[src/sv/nns_pkg.sv]
package nns_pkg;

  localparam int SRC_W   = 10;
  localparam int COL_W   = 9;
  localparam int ROW_W   = 8;
  localparam int ADDR_W  = 32;
  localparam int DATA_W  = 32;
  localparam int PADDR_W = 5;
  localparam int IDX_W   = 2 * SRC_W;
  // divider works two quotient bits per step, so the dividend width is kept even
  localparam int DVD_W   = IDX_W + (IDX_W % 2);
  localparam int DVS_W   = COL_W;

  localparam int DEF_MAX_DEST_WIDTH = 320;
  localparam int DEF_MAX_SOURCE_DIM = 1024;

  typedef logic [2:0] reg_idx_t;
  localparam reg_idx_t REG_SOURCE_WIDTH  = 3'd0;
  localparam reg_idx_t REG_SOURCE_HEIGHT = 3'd1;
  localparam reg_idx_t REG_DEST_WIDTH    = 3'd2;
  localparam reg_idx_t REG_DEST_HEIGHT   = 3'd3;
  localparam reg_idx_t REG_SOURCE_BASE   = 3'd4;

  localparam logic [SRC_W-1:0]  RST_SOURCE_WIDTH  = 10'd320;
  localparam logic [SRC_W-1:0]  RST_SOURCE_HEIGHT = 10'd240;
  localparam logic [COL_W-1:0]  RST_DEST_WIDTH    = 9'd320;
  localparam logic [ROW_W-1:0]  RST_DEST_HEIGHT   = 8'd240;
  localparam logic [ADDR_W-1:0] RST_SOURCE_BASE   = 32'd0;

  typedef struct packed {
    logic [SRC_W-1:0]  source_width;
    logic [SRC_W-1:0]  source_height;
    logic [COL_W-1:0]  dest_width;
    logic [ROW_W-1:0]  dest_height;
    logic [ADDR_W-1:0] source_base;
  } cfg_t;

endpackage

[src/sv/nns_cfg.sv]
module nns_cfg
  import nns_pkg::*;
(
  input  logic               clk,
  input  logic               rst_n,
  input  logic               cfg_psel,
  input  logic               cfg_penable,
  input  logic               cfg_pwrite,
  input  logic [PADDR_W-1:0] cfg_paddr,
  input  logic [DATA_W-1:0]  cfg_pwdata,
  output logic [DATA_W-1:0]  cfg_prdata,
  output logic               cfg_pready,
  output cfg_t               cfg
);

  cfg_t     cfg_r;
  cfg_t     cfg_nxt;
  reg_idx_t idx;
  logic     wr_en;

  assign idx        = cfg_paddr[PADDR_W-1:2];
  assign wr_en      = cfg_psel & cfg_penable & cfg_pwrite;
  assign cfg_pready = 1'b1;
  assign cfg        = cfg_r;

  always_comb begin
    cfg_nxt = cfg_r;
    if (wr_en) begin
      case (idx)
        REG_SOURCE_WIDTH:  cfg_nxt.source_width  = cfg_pwdata[SRC_W-1:0];
        REG_SOURCE_HEIGHT: cfg_nxt.source_height = cfg_pwdata[SRC_W-1:0];
        REG_DEST_WIDTH:    cfg_nxt.dest_width    = cfg_pwdata[COL_W-1:0];
        REG_DEST_HEIGHT:   cfg_nxt.dest_height   = cfg_pwdata[ROW_W-1:0];
        REG_SOURCE_BASE:   cfg_nxt.source_base   = cfg_pwdata[ADDR_W-1:0];
        default:           cfg_nxt = cfg_r;
      endcase
    end
  end

  always_comb begin
    case (idx)
      REG_SOURCE_WIDTH:  cfg_prdata = DATA_W'(cfg_r.source_width);
      REG_SOURCE_HEIGHT: cfg_prdata = DATA_W'(cfg_r.source_height);
      REG_DEST_WIDTH:    cfg_prdata = DATA_W'(cfg_r.dest_width);
      REG_DEST_HEIGHT:   cfg_prdata = DATA_W'(cfg_r.dest_height);
      REG_SOURCE_BASE:   cfg_prdata = DATA_W'(cfg_r.source_base);
      default:           cfg_prdata = '0;
    endcase
  end

  always_ff @(posedge clk) begin
    if (!rst_n) begin
      cfg_r.source_width  <= RST_SOURCE_WIDTH;
      cfg_r.source_height <= RST_SOURCE_HEIGHT;
      cfg_r.dest_width    <= RST_DEST_WIDTH;
      cfg_r.dest_height   <= RST_DEST_HEIGHT;
      cfg_r.source_base   <= RST_SOURCE_BASE;
    end else begin
      cfg_r <= cfg_nxt;
    end
  end

endmodule

[src/sv/nns_div.sv]
module nns_div
  import nns_pkg::*;
#(
  parameter int DVD_WIDTH = DVD_W,
  parameter int DVS_WIDTH = DVS_W
) (
  input  logic                 clk,
  input  logic                 rst_n,
  input  logic                 start,
  input  logic [DVD_WIDTH-1:0] dividend,
  input  logic [DVS_WIDTH-1:0] divisor,
  output logic                 done,
  output logic [DVD_WIDTH-1:0] quotient
);

  localparam int STEPS = DVD_WIDTH / 2;
  localparam int CNT_W = $clog2(STEPS + 1);
  localparam logic [CNT_W-1:0] LAST = CNT_W'(STEPS - 1);

  logic [DVD_WIDTH-1:0] dvd_r, dvd_nxt;
  logic [DVS_WIDTH-1:0] dvs_r;
  logic [DVS_WIDTH-1:0] rem_r, rem_nxt;
  logic [CNT_W-1:0]     cnt_r;
  logic                 busy_r;
  logic                 done_r;

  logic [DVS_WIDTH:0]   t1, t2, d1, d2;
  logic [DVS_WIDTH-1:0] r1;
  logic                 ge1, ge2;

  // two restoring steps per cycle; quotient bits shift into the dividend register
  always_comb begin
    t1      = {rem_r, dvd_r[DVD_WIDTH-1]};
    d1      = t1 - {1'b0, dvs_r};
    ge1     = t1 >= {1'b0, dvs_r};
    r1      = ge1 ? d1[DVS_WIDTH-1:0] : t1[DVS_WIDTH-1:0];
    t2      = {r1, dvd_r[DVD_WIDTH-2]};
    d2      = t2 - {1'b0, dvs_r};
    ge2     = t2 >= {1'b0, dvs_r};
    rem_nxt = ge2 ? d2[DVS_WIDTH-1:0] : t2[DVS_WIDTH-1:0];
    dvd_nxt = {dvd_r[DVD_WIDTH-3:0], ge1, ge2};
  end

  always_ff @(posedge clk) begin
    if (start) begin
      dvd_r <= dividend;
      dvs_r <= divisor;
      rem_r <= '0;
    end else if (busy_r) begin
      dvd_r <= dvd_nxt;
      rem_r <= rem_nxt;
    end
  end

  always_ff @(posedge clk) begin
    if (!rst_n) begin
      busy_r <= 1'b0;
      done_r <= 1'b0;
      cnt_r  <= '0;
    end else begin
      done_r <= 1'b0;
      if (start) begin
        busy_r <= 1'b1;
        cnt_r  <= '0;
      end else if (busy_r) begin
        cnt_r <= cnt_r + 1'b1;
        if (cnt_r == LAST) begin
          busy_r <= 1'b0;
          done_r <= 1'b1;
        end
      end
    end
  end

  assign done     = done_r;
  assign quotient = dvd_r;

  a_done_after_busy: assert property (@(posedge clk) disable iff (!rst_n)
    done_r |-> $past(busy_r))
    else $error("divider done without a running division");

  a_no_start_busy: assert property (@(posedge clk) disable iff (!rst_n)
    busy_r && cnt_r != LAST |=> busy_r || $past(start))
    else $error("divider stopped early");

  a_cnt_range: assert property (@(posedge clk) disable iff (!rst_n)
    busy_r |-> cnt_r <= LAST)
    else $error("divider step count out of range");

endmodule

[src/sv/nearest_neighbour_scale_addresser_top.sv]
// Channel   Ports                                       Direction
// in        in_valid, in_ready, in_restart              beat in
// out       out_valid, out_ready, out_byte_address,     beat out
//           out_col, out_row, out_row_end, out_frame_end
// cfg       cfg_psel/penable/pwrite/paddr/pwdata,       APB register access
//           cfg_prdata, cfg_pready
//
// Each beat, from accept to the next accept, runs two 20-bit divides on one shared
// two-bits-per-cycle divider plus setup, index multiply and address add. The
// multiplier is shared too.
// Reset is synchronous, active low; it restores the register defaults and pixel (0,0).
// A stalled output holds the finished beat; the next beat may be taken meanwhile and
// waits only at the final load if the output is still full.
module nearest_neighbour_scale_addresser_top
  import nns_pkg::*;
#(
  parameter int MAX_DEST_WIDTH = DEF_MAX_DEST_WIDTH,
  parameter int MAX_SOURCE_DIM = DEF_MAX_SOURCE_DIM
) (
  input  logic               clk,
  input  logic               rst_n,
  input  logic               in_valid,
  output logic               in_ready,
  input  logic               in_restart,
  output logic               out_valid,
  input  logic               out_ready,
  output logic [ADDR_W-1:0]  out_byte_address,
  output logic [COL_W-1:0]   out_col,
  output logic [ROW_W-1:0]   out_row,
  output logic               out_row_end,
  output logic               out_frame_end,
  input  logic               cfg_psel,
  input  logic               cfg_penable,
  input  logic               cfg_pwrite,
  input  logic [PADDR_W-1:0] cfg_paddr,
  input  logic [DATA_W-1:0]  cfg_pwdata,
  output logic [DATA_W-1:0]  cfg_prdata,
  output logic               cfg_pready
);

  typedef enum logic [6:0] {
    S_IDLE   = 7'b0000001,
    S_XSTART = 7'b0000010,
    S_XDIV   = 7'b0000100,
    S_YSTART = 7'b0001000,
    S_YDIV   = 7'b0010000,
    S_MUL    = 7'b0100000,
    S_OUT    = 7'b1000000
  } state_t;

  cfg_t cfg;

  nns_cfg u_cfg (
    .clk         (clk),
    .rst_n       (rst_n),
    .cfg_psel    (cfg_psel),
    .cfg_penable (cfg_penable),
    .cfg_pwrite  (cfg_pwrite),
    .cfg_paddr   (cfg_paddr),
    .cfg_pwdata  (cfg_pwdata),
    .cfg_prdata  (cfg_prdata),
    .cfg_pready  (cfg_pready),
    .cfg         (cfg)
  );

  // effective sizes
  logic [COL_W-1:0] dw_eff;
  logic [ROW_W-1:0] dh_eff;
  logic [SRC_W-1:0] sw_eff, sh_eff;

  always_comb begin
    if (cfg.dest_width == '0) begin
      dw_eff = COL_W'(1);
    end else if (32'(cfg.dest_width) > MAX_DEST_WIDTH) begin
      dw_eff = COL_W'(MAX_DEST_WIDTH);
    end else begin
      dw_eff = cfg.dest_width;
    end
    dh_eff = (cfg.dest_height == '0) ? ROW_W'(1) : cfg.dest_height;
    sw_eff = (32'(cfg.source_width) > MAX_SOURCE_DIM) ? SRC_W'(MAX_SOURCE_DIM)
                                                      : cfg.source_width;
    sh_eff = (32'(cfg.source_height) > MAX_SOURCE_DIM) ? SRC_W'(MAX_SOURCE_DIM)
                                                       : cfg.source_height;
  end

  state_t            state_r, state_nxt;
  logic [COL_W-1:0]  next_col_r, next_col_nxt;
  logic [ROW_W-1:0]  next_row_r, next_row_nxt;
  logic [COL_W-1:0]  col_r;
  logic [ROW_W-1:0]  row_r;
  logic              rend_r, fend_r;
  logic [SRC_W-1:0]  sx_r, sy_r;
  logic [IDX_W-1:0]  idx_r;

  logic              out_valid_r, out_valid_nxt;
  logic [ADDR_W-1:0] out_addr_r;
  logic [COL_W-1:0]  out_col_r;
  logic [ROW_W-1:0]  out_row_r;
  logic              out_rend_r, out_fend_r;

  logic              in_acc;
  logic              out_load;

  // position of the pixel being taken
  logic [COL_W-1:0]  c0, c1;
  logic [ROW_W-1:0]  r0, r1, r2;
  logic              wrap, rend, fend;

  always_comb begin
    c0   = in_restart ? '0 : next_col_r;
    r0   = in_restart ? '0 : next_row_r;
    wrap = c0 >= dw_eff;
    c1   = wrap ? '0 : c0;
    r1   = wrap ? r0 + 1'b1 : r0;
    r2   = (r1 >= dh_eff) ? '0 : r1;
    rend = c1 == dw_eff - 1'b1;
    fend = rend && (r2 == dh_eff - 1'b1);
  end

  always_comb begin
    next_col_nxt = next_col_r;
    next_row_nxt = next_row_r;
    if (in_acc) begin
      if (fend) begin
        next_col_nxt = '0;
        next_row_nxt = '0;
      end else if (rend) begin
        next_col_nxt = '0;
        next_row_nxt = r2 + 1'b1;
      end else begin
        next_col_nxt = c1 + 1'b1;
        next_row_nxt = r2;
      end
    end
  end

  // shared multiplier: col*sw, row*sh, then sy*sw
  logic [SRC_W-1:0] mul_a, mul_b;
  logic [IDX_W-1:0] prod;

  always_comb begin
    case (state_r)
      S_XSTART: begin
        mul_a = SRC_W'(col_r);
        mul_b = sw_eff;
      end
      S_YSTART: begin
        mul_a = SRC_W'(row_r);
        mul_b = sh_eff;
      end
      default: begin
        mul_a = sy_r;
        mul_b = sw_eff;
      end
    endcase
  end

  assign prod = IDX_W'(mul_a) * IDX_W'(mul_b);

  logic             div_start, div_done;
  logic [DVD_W-1:0] div_q;
  logic [DVS_W-1:0] div_dvs;

  assign div_start = (state_r == S_XSTART) || (state_r == S_YSTART);
  assign div_dvs   = (state_r == S_XSTART) ? dw_eff : DVS_W'(dh_eff);

  nns_div #(
    .DVD_WIDTH (DVD_W),
    .DVS_WIDTH (DVS_W)
  ) u_div (
    .clk      (clk),
    .rst_n    (rst_n),
    .start    (div_start),
    .dividend (DVD_W'(prod)),
    .divisor  (div_dvs),
    .done     (div_done),
    .quotient (div_q)
  );

  assign in_ready = (state_r == S_IDLE);
  assign in_acc   = in_valid && in_ready;
  assign out_load = (state_r == S_OUT) && (!out_valid_r || out_ready);

  always_comb begin
    state_nxt = state_r;
    case (state_r)
      S_IDLE:   if (in_acc) state_nxt = S_XSTART;
      S_XSTART: state_nxt = S_XDIV;
      S_XDIV:   if (div_done) state_nxt = S_YSTART;
      S_YSTART: state_nxt = S_YDIV;
      S_YDIV:   if (div_done) state_nxt = S_MUL;
      S_MUL:    state_nxt = S_OUT;
      S_OUT:    if (out_load) state_nxt = S_IDLE;
      default:  state_nxt = S_IDLE;
    endcase
  end

  always_comb begin
    out_valid_nxt = out_valid_r;
    if (out_load) begin
      out_valid_nxt = 1'b1;
    end else if (out_ready) begin
      out_valid_nxt = 1'b0;
    end
  end

  always_ff @(posedge clk) begin
    if (!rst_n) begin
      state_r     <= S_IDLE;
      next_col_r  <= '0;
      next_row_r  <= '0;
      out_valid_r <= 1'b0;
    end else begin
      state_r     <= state_nxt;
      next_col_r  <= next_col_nxt;
      next_row_r  <= next_row_nxt;
      out_valid_r <= out_valid_nxt;
    end
  end

  always_ff @(posedge clk) begin
    if (in_acc) begin
      col_r  <= c1;
      row_r  <= r2;
      rend_r <= rend;
      fend_r <= fend;
    end
    if (state_r == S_XDIV && div_done) begin
      sx_r <= div_q[SRC_W-1:0];
    end
    if (state_r == S_YDIV && div_done) begin
      sy_r <= div_q[SRC_W-1:0];
    end
    if (state_r == S_MUL) begin
      idx_r <= prod + IDX_W'(sx_r);
    end
    if (out_load) begin
      out_addr_r <= cfg.source_base + ADDR_W'({idx_r, 1'b0});
      out_col_r  <= col_r;
      out_row_r  <= row_r;
      out_rend_r <= rend_r;
      out_fend_r <= fend_r;
    end
  end

  assign out_valid        = out_valid_r;
  assign out_byte_address = out_addr_r;
  assign out_col          = out_col_r;
  assign out_row          = out_row_r;
  assign out_row_end      = out_rend_r;
  assign out_frame_end    = out_fend_r;

  a_accept_starts: assert property (@(posedge clk) disable iff (!rst_n)
    in_acc |=> state_r == S_XSTART)
    else $error("accepted beat did not start the sequence");

  a_done_in_wait: assert property (@(posedge clk) disable iff (!rst_n)
    div_done |-> (state_r == S_XDIV || state_r == S_YDIV))
    else $error("divider finished outside a wait state");

  a_frame_end_row_end: assert property (@(posedge clk) disable iff (!rst_n)
    out_valid_r && out_fend_r |-> out_rend_r)
    else $error("frame end without row end");

  a_col_in_window: assert property (@(posedge clk) disable iff (!rst_n)
    out_load |=> out_col_r < dw_eff && out_row_r < dh_eff)
    else $error("emitted pixel outside destination window");

endmodule

[config.mk]
export PLATFORM = sky130hd
export DESIGN_NAME = nearest_neighbour_scale_addresser_top
export DESIGN_NICKNAME = d
export VERILOG_FILES = /design/src/sv/nns_pkg.sv /design/src/sv/nns_cfg.sv /design/src/sv/nns_div.sv /design/src/sv/nearest_neighbour_scale_addresser_top.sv
export SDC_FILE = /design/constraint.sdc
export NUM_CORES = 1
export LEC_CHECK = 0
export ABC_AREA = 0
export BUFFER_PORTS_ARGS = -buffer_cell sky130_fd_sc_hd__buf_2
export CAP_MARGIN = 0
export CORE_MARGIN = 4
export CORE_UTILIZATION = 40
export CTS_CLUSTER_SIZE = 25
export DETAILED_ROUTE_END_ITERATION = 16
export GPL_ROUTABILITY_DRIVEN = 0
export GPL_TIMING_DRIVEN = 0
export PLACE_DENSITY = 0.61
export SYNTH_ARGS = -nofsm -noshare
export SYNTH_HDL_FRONTEND = slang
export SYNTH_SLANG_ARGS = --single-unit
[constraint.sdc]
create_clock -name clk -period 10.59 [get_ports clk]
set_input_delay 0.5295 -clock clk [delete_from_list [all_inputs] [get_ports clk]]
set_output_delay 0.5295 -clock clk [all_outputs]
set_load 0.05 [all_outputs]
==> qor.yml <==
logic_synthesis:
  syn_inst: 1868
  synth_ff_type: "edfxtp_1"
  yosysUniqueCellTypes: 79
  avgSynthCellArea_um2: 9.265
  yosysSeqAreaShare: 0.3672
  synth_commonest_cells: "nand2_1, nor2_1, edfxtp_1"
  synthTopCellsByArea: "edfxtp_1, dfxtp_1, ha_1, fa_1, nand2_1"
  synth_top_area_cell: "edfxtp_1"
  synth_warnings: 0
  synth_seq_cells: 248
  syn_nets: 2106
  syn-cell-area_um2: 17310
  synth-async-reset-ratio: 0
  synth_edf_count: 139
  synth_most_common_cell: "nand2_1"
  synthDominantCellAreaShare: 0.2412
clock_network:
  htreeDepth: 1
  clk_pin_slew_ps: 70
  tritoncts: "built"
  cts-buffers-inserted: 27
  clk_latency_ps: 560
  hold_buffers: 0
  clock_path_buffers: 3
  cts-resized-gates: 0
  cts_sinks: 248
  cts_setup_buffers: 0
  clockRootBuffer: "clkbuf_16"
power:
  p_int_w: 0.001902
  ir_worst_vdd_mv: 0.1267
  leakagePower_nw: 8.325
  p_sw_frac: 0.3083
  total_power_w: 0.002750
  power_density_nw_per_um2: 140.3
  pwr-share-comb: 0.251
  switchingPower_w: 0.0008478
  power_frac_seq: 0.400
  clockPowerShare: 0.349
placed_design:
  dpl_cell_area_um2: 18700
  detailed_place_hpwl_um: 39800
  port_buffers: 124
  dp.cells: 2571
final_layout:
  drive_gt1_frac: 0.09883
  num-fill-cells: 4041
  area_delta_synth_final_pct: 13.27
  fin_nets: 2261
  layout.cells.non_filler: 2622
  design_area_um2: 19600
worst_setup_path:
  cp_slowest_cell: "mux2i_1"
  critPathCaptureType: "flip-flop"
  critPathArrivalTime_ps: 8650
  cpPeakStageDelay_ps: 860
  critPathRequiredTime_ps: 10880
  cp-start-kind: "flip-flop"
  crit_type: "reg -> reg"
  cpMostUsedCell: "fa_1"
  path_max_fanout: 10
sta:
  slew_headroom: 0.1887
  tightest_slew_ps: 1183
  layout_min_cycle_time_ps: 8359
  fin_skew_ps: 27.68
  hold_viol_final: 0
  setup_tns_ps: 0
  maxSlewViolCount: 0
  hold_slack_ps: 245.5
  finalSetupViolations: 0
  rsz0062_at_grt: "false"
  period_share: 0.7894
  max_freq_mhz: 119.6
routing:
  drc: 0
  via_count: 14260
  vias_per_cell: 5.439
  wl_per_cell_um: 19.18
  drt_iter0_markers: 1228
  firstDrtPassIters: 5
  antenna_left: 0
  routed_wl_um: 50290
floorplanning:
  num_rows: 75
  die_h_um: 216.0
  die_w_um: 216.0
  core_area_um2: 42320
  design.portCount: 131
  die-area_um2: 46660
  initial_core_util: 0.4090
run:
  maxCapViolations: 0
global_routing:
  antenna_found_initial: 0
  grt_max_degree: 33
  grt_overflow_total: 0
  grt_pass1_vias: 14130
  grt_pass1_wl_um: 79130
  grt_use_total: 0.2114
status:
  status: "finished clean"
min_path:
  min_path_type: "in -> reg"
[cell families after synthesis]
family                     Yosys count  share of synthesized area
buffers and inverters              203                    0.04468
DFF                                248                     0.3672
muxes                               55                    0.03239
adders and majority gates          193                     0.1681
AOI/OAI and AO/OA                  367                     0.1434
xor gates and xnor gates           105                    0.05313
other                                1                  0.0002167
and+or+nand+nor                    696                     0.1908
[path summary, 6_finish.rpt]
check | start | end | slack [ps] | cells after the start
min | cfg_pwdata[24] | u_cfg.cfg[24]$_SDFFE_PN0P_ | 250 | 3
max | state_r[0]$_SDFFE_PN1P_ | u_div.quotient[19]$_DFFE_PP_ | 2230 | 25
min reg2reg | fend_r$_DFFE_PP_ | out_frame_end$_DFFE_PP_ | 420 | 0
max reg2reg | state_r[0]$_SDFFE_PN1P_ | u_div.quotient[19]$_DFFE_PP_ | 2230 | 25
[layout make-up]
class / count / area (µm²) / share of cell area
Antenna cell: 1 / 2.502 / 0.0001276
Clock inverter: 10 / 95.09 / 0.004851
Multi-Input combinational cell: 1417 / 10200 / 0.5202
Tap cell: 577 / 721.9 / 0.03683
Inverter: 131 / 491.7 / 0.02508
Clock buffer: 40 / 808.3 / 0.04123
Timing Repair Buffer: 126 / 648.1 / 0.03306
Sequential cell: 248 / 6356 / 0.3242
Buffer: 72 / 281.5 / 0.01436
[sequential cells by signal (all words and copies together), names as in the netlist, 9 cells and up]
signal and count:
col_r 9, idx_r 20, next_col_r 9, out_byte_address 32
out_col 9, sx_r 10, sy_r 10, u_cfg.cfg 69
u_div.dvs_r 9, u_div.quotient 20, u_div.rem_r 9
[metrics by stage]
step / util / setup slack [ps]
final: 0.4632 / 2231
after global routing: 0.4631 / 1674
after CTS: 0.4631 / 2170
after detailed placement: 0.4418 / 2192
after global placement: 0.4407 / 2321
after floorplan: - / 3631
[layout by cell type (no fill, tap or decap), types with 8 or more instances in the layout]
cell,count
buf_2,124
mux2_2,8
a31oi_1,11
a211oi_1,17
clkbuf_1,71
o31ai_1,9
nor3b_1,8
nand2b_1,32
nor3_1,28
a21o_1,25
edfxtp_1,139
a22o_1,15
o21ai_0,66
clkbuf_16,30
o21a_1,13
o22ai_1,9
fa_1,66
dfxtp_1,109
ha_1,127
a21oi_1,74
nor4_1,11
nand4_1,16
and3_1,42
nand2_1,261
xnor2_1,73
nand3_1,37
and2_1,8
xor2_1,32
mux2i_1,47
o211ai_1,14
nor2b_1,33
or2_2,11
nor2_1,170
a21boi_0,58
inv_1,130
[routing by layer]
| metal | vias to the layer above | part of all wire | track usage |
|---|---|---|---|
| li1 | 6863 | - | - |
| met1 | 6875 | 0.45 | 0.2915 |
| met2 | 447 | 0.46 | 0.3475 |
| met3 | 77 | 0.054 | 0.02588 |
| met4 | 0 | 0.035 | 0.06849 |
| met5 | - | 0 | 0 |
[worst max-delay path, delay by kind of cell (launching register included)]
family / cells / cell delay, ps
flops: 1 / 350
mux: 2 / 1160
simple gates: 5 / 940
fa+ha+maj: 6 / 2970
xor+xnor: 1 / 160
compound gates: 6 / 1240
buf+inv: 5 / 1260
[power by group through the flow]
stage	combinational, W	sequential, W	clock [W]
2_1_floorplan	0.000525	0.00110	0
3_3_place_gp	0.000665	0.00112	0
3_5_place_dp	0.000681	0.00112	0
4_1_cts	0.000686	0.00110	0.000971
5_1_grt	0.000770	0.00110	0.00101
6_report	0.000690	0.00110	0.000959
(Power assumes the default switching activity.)
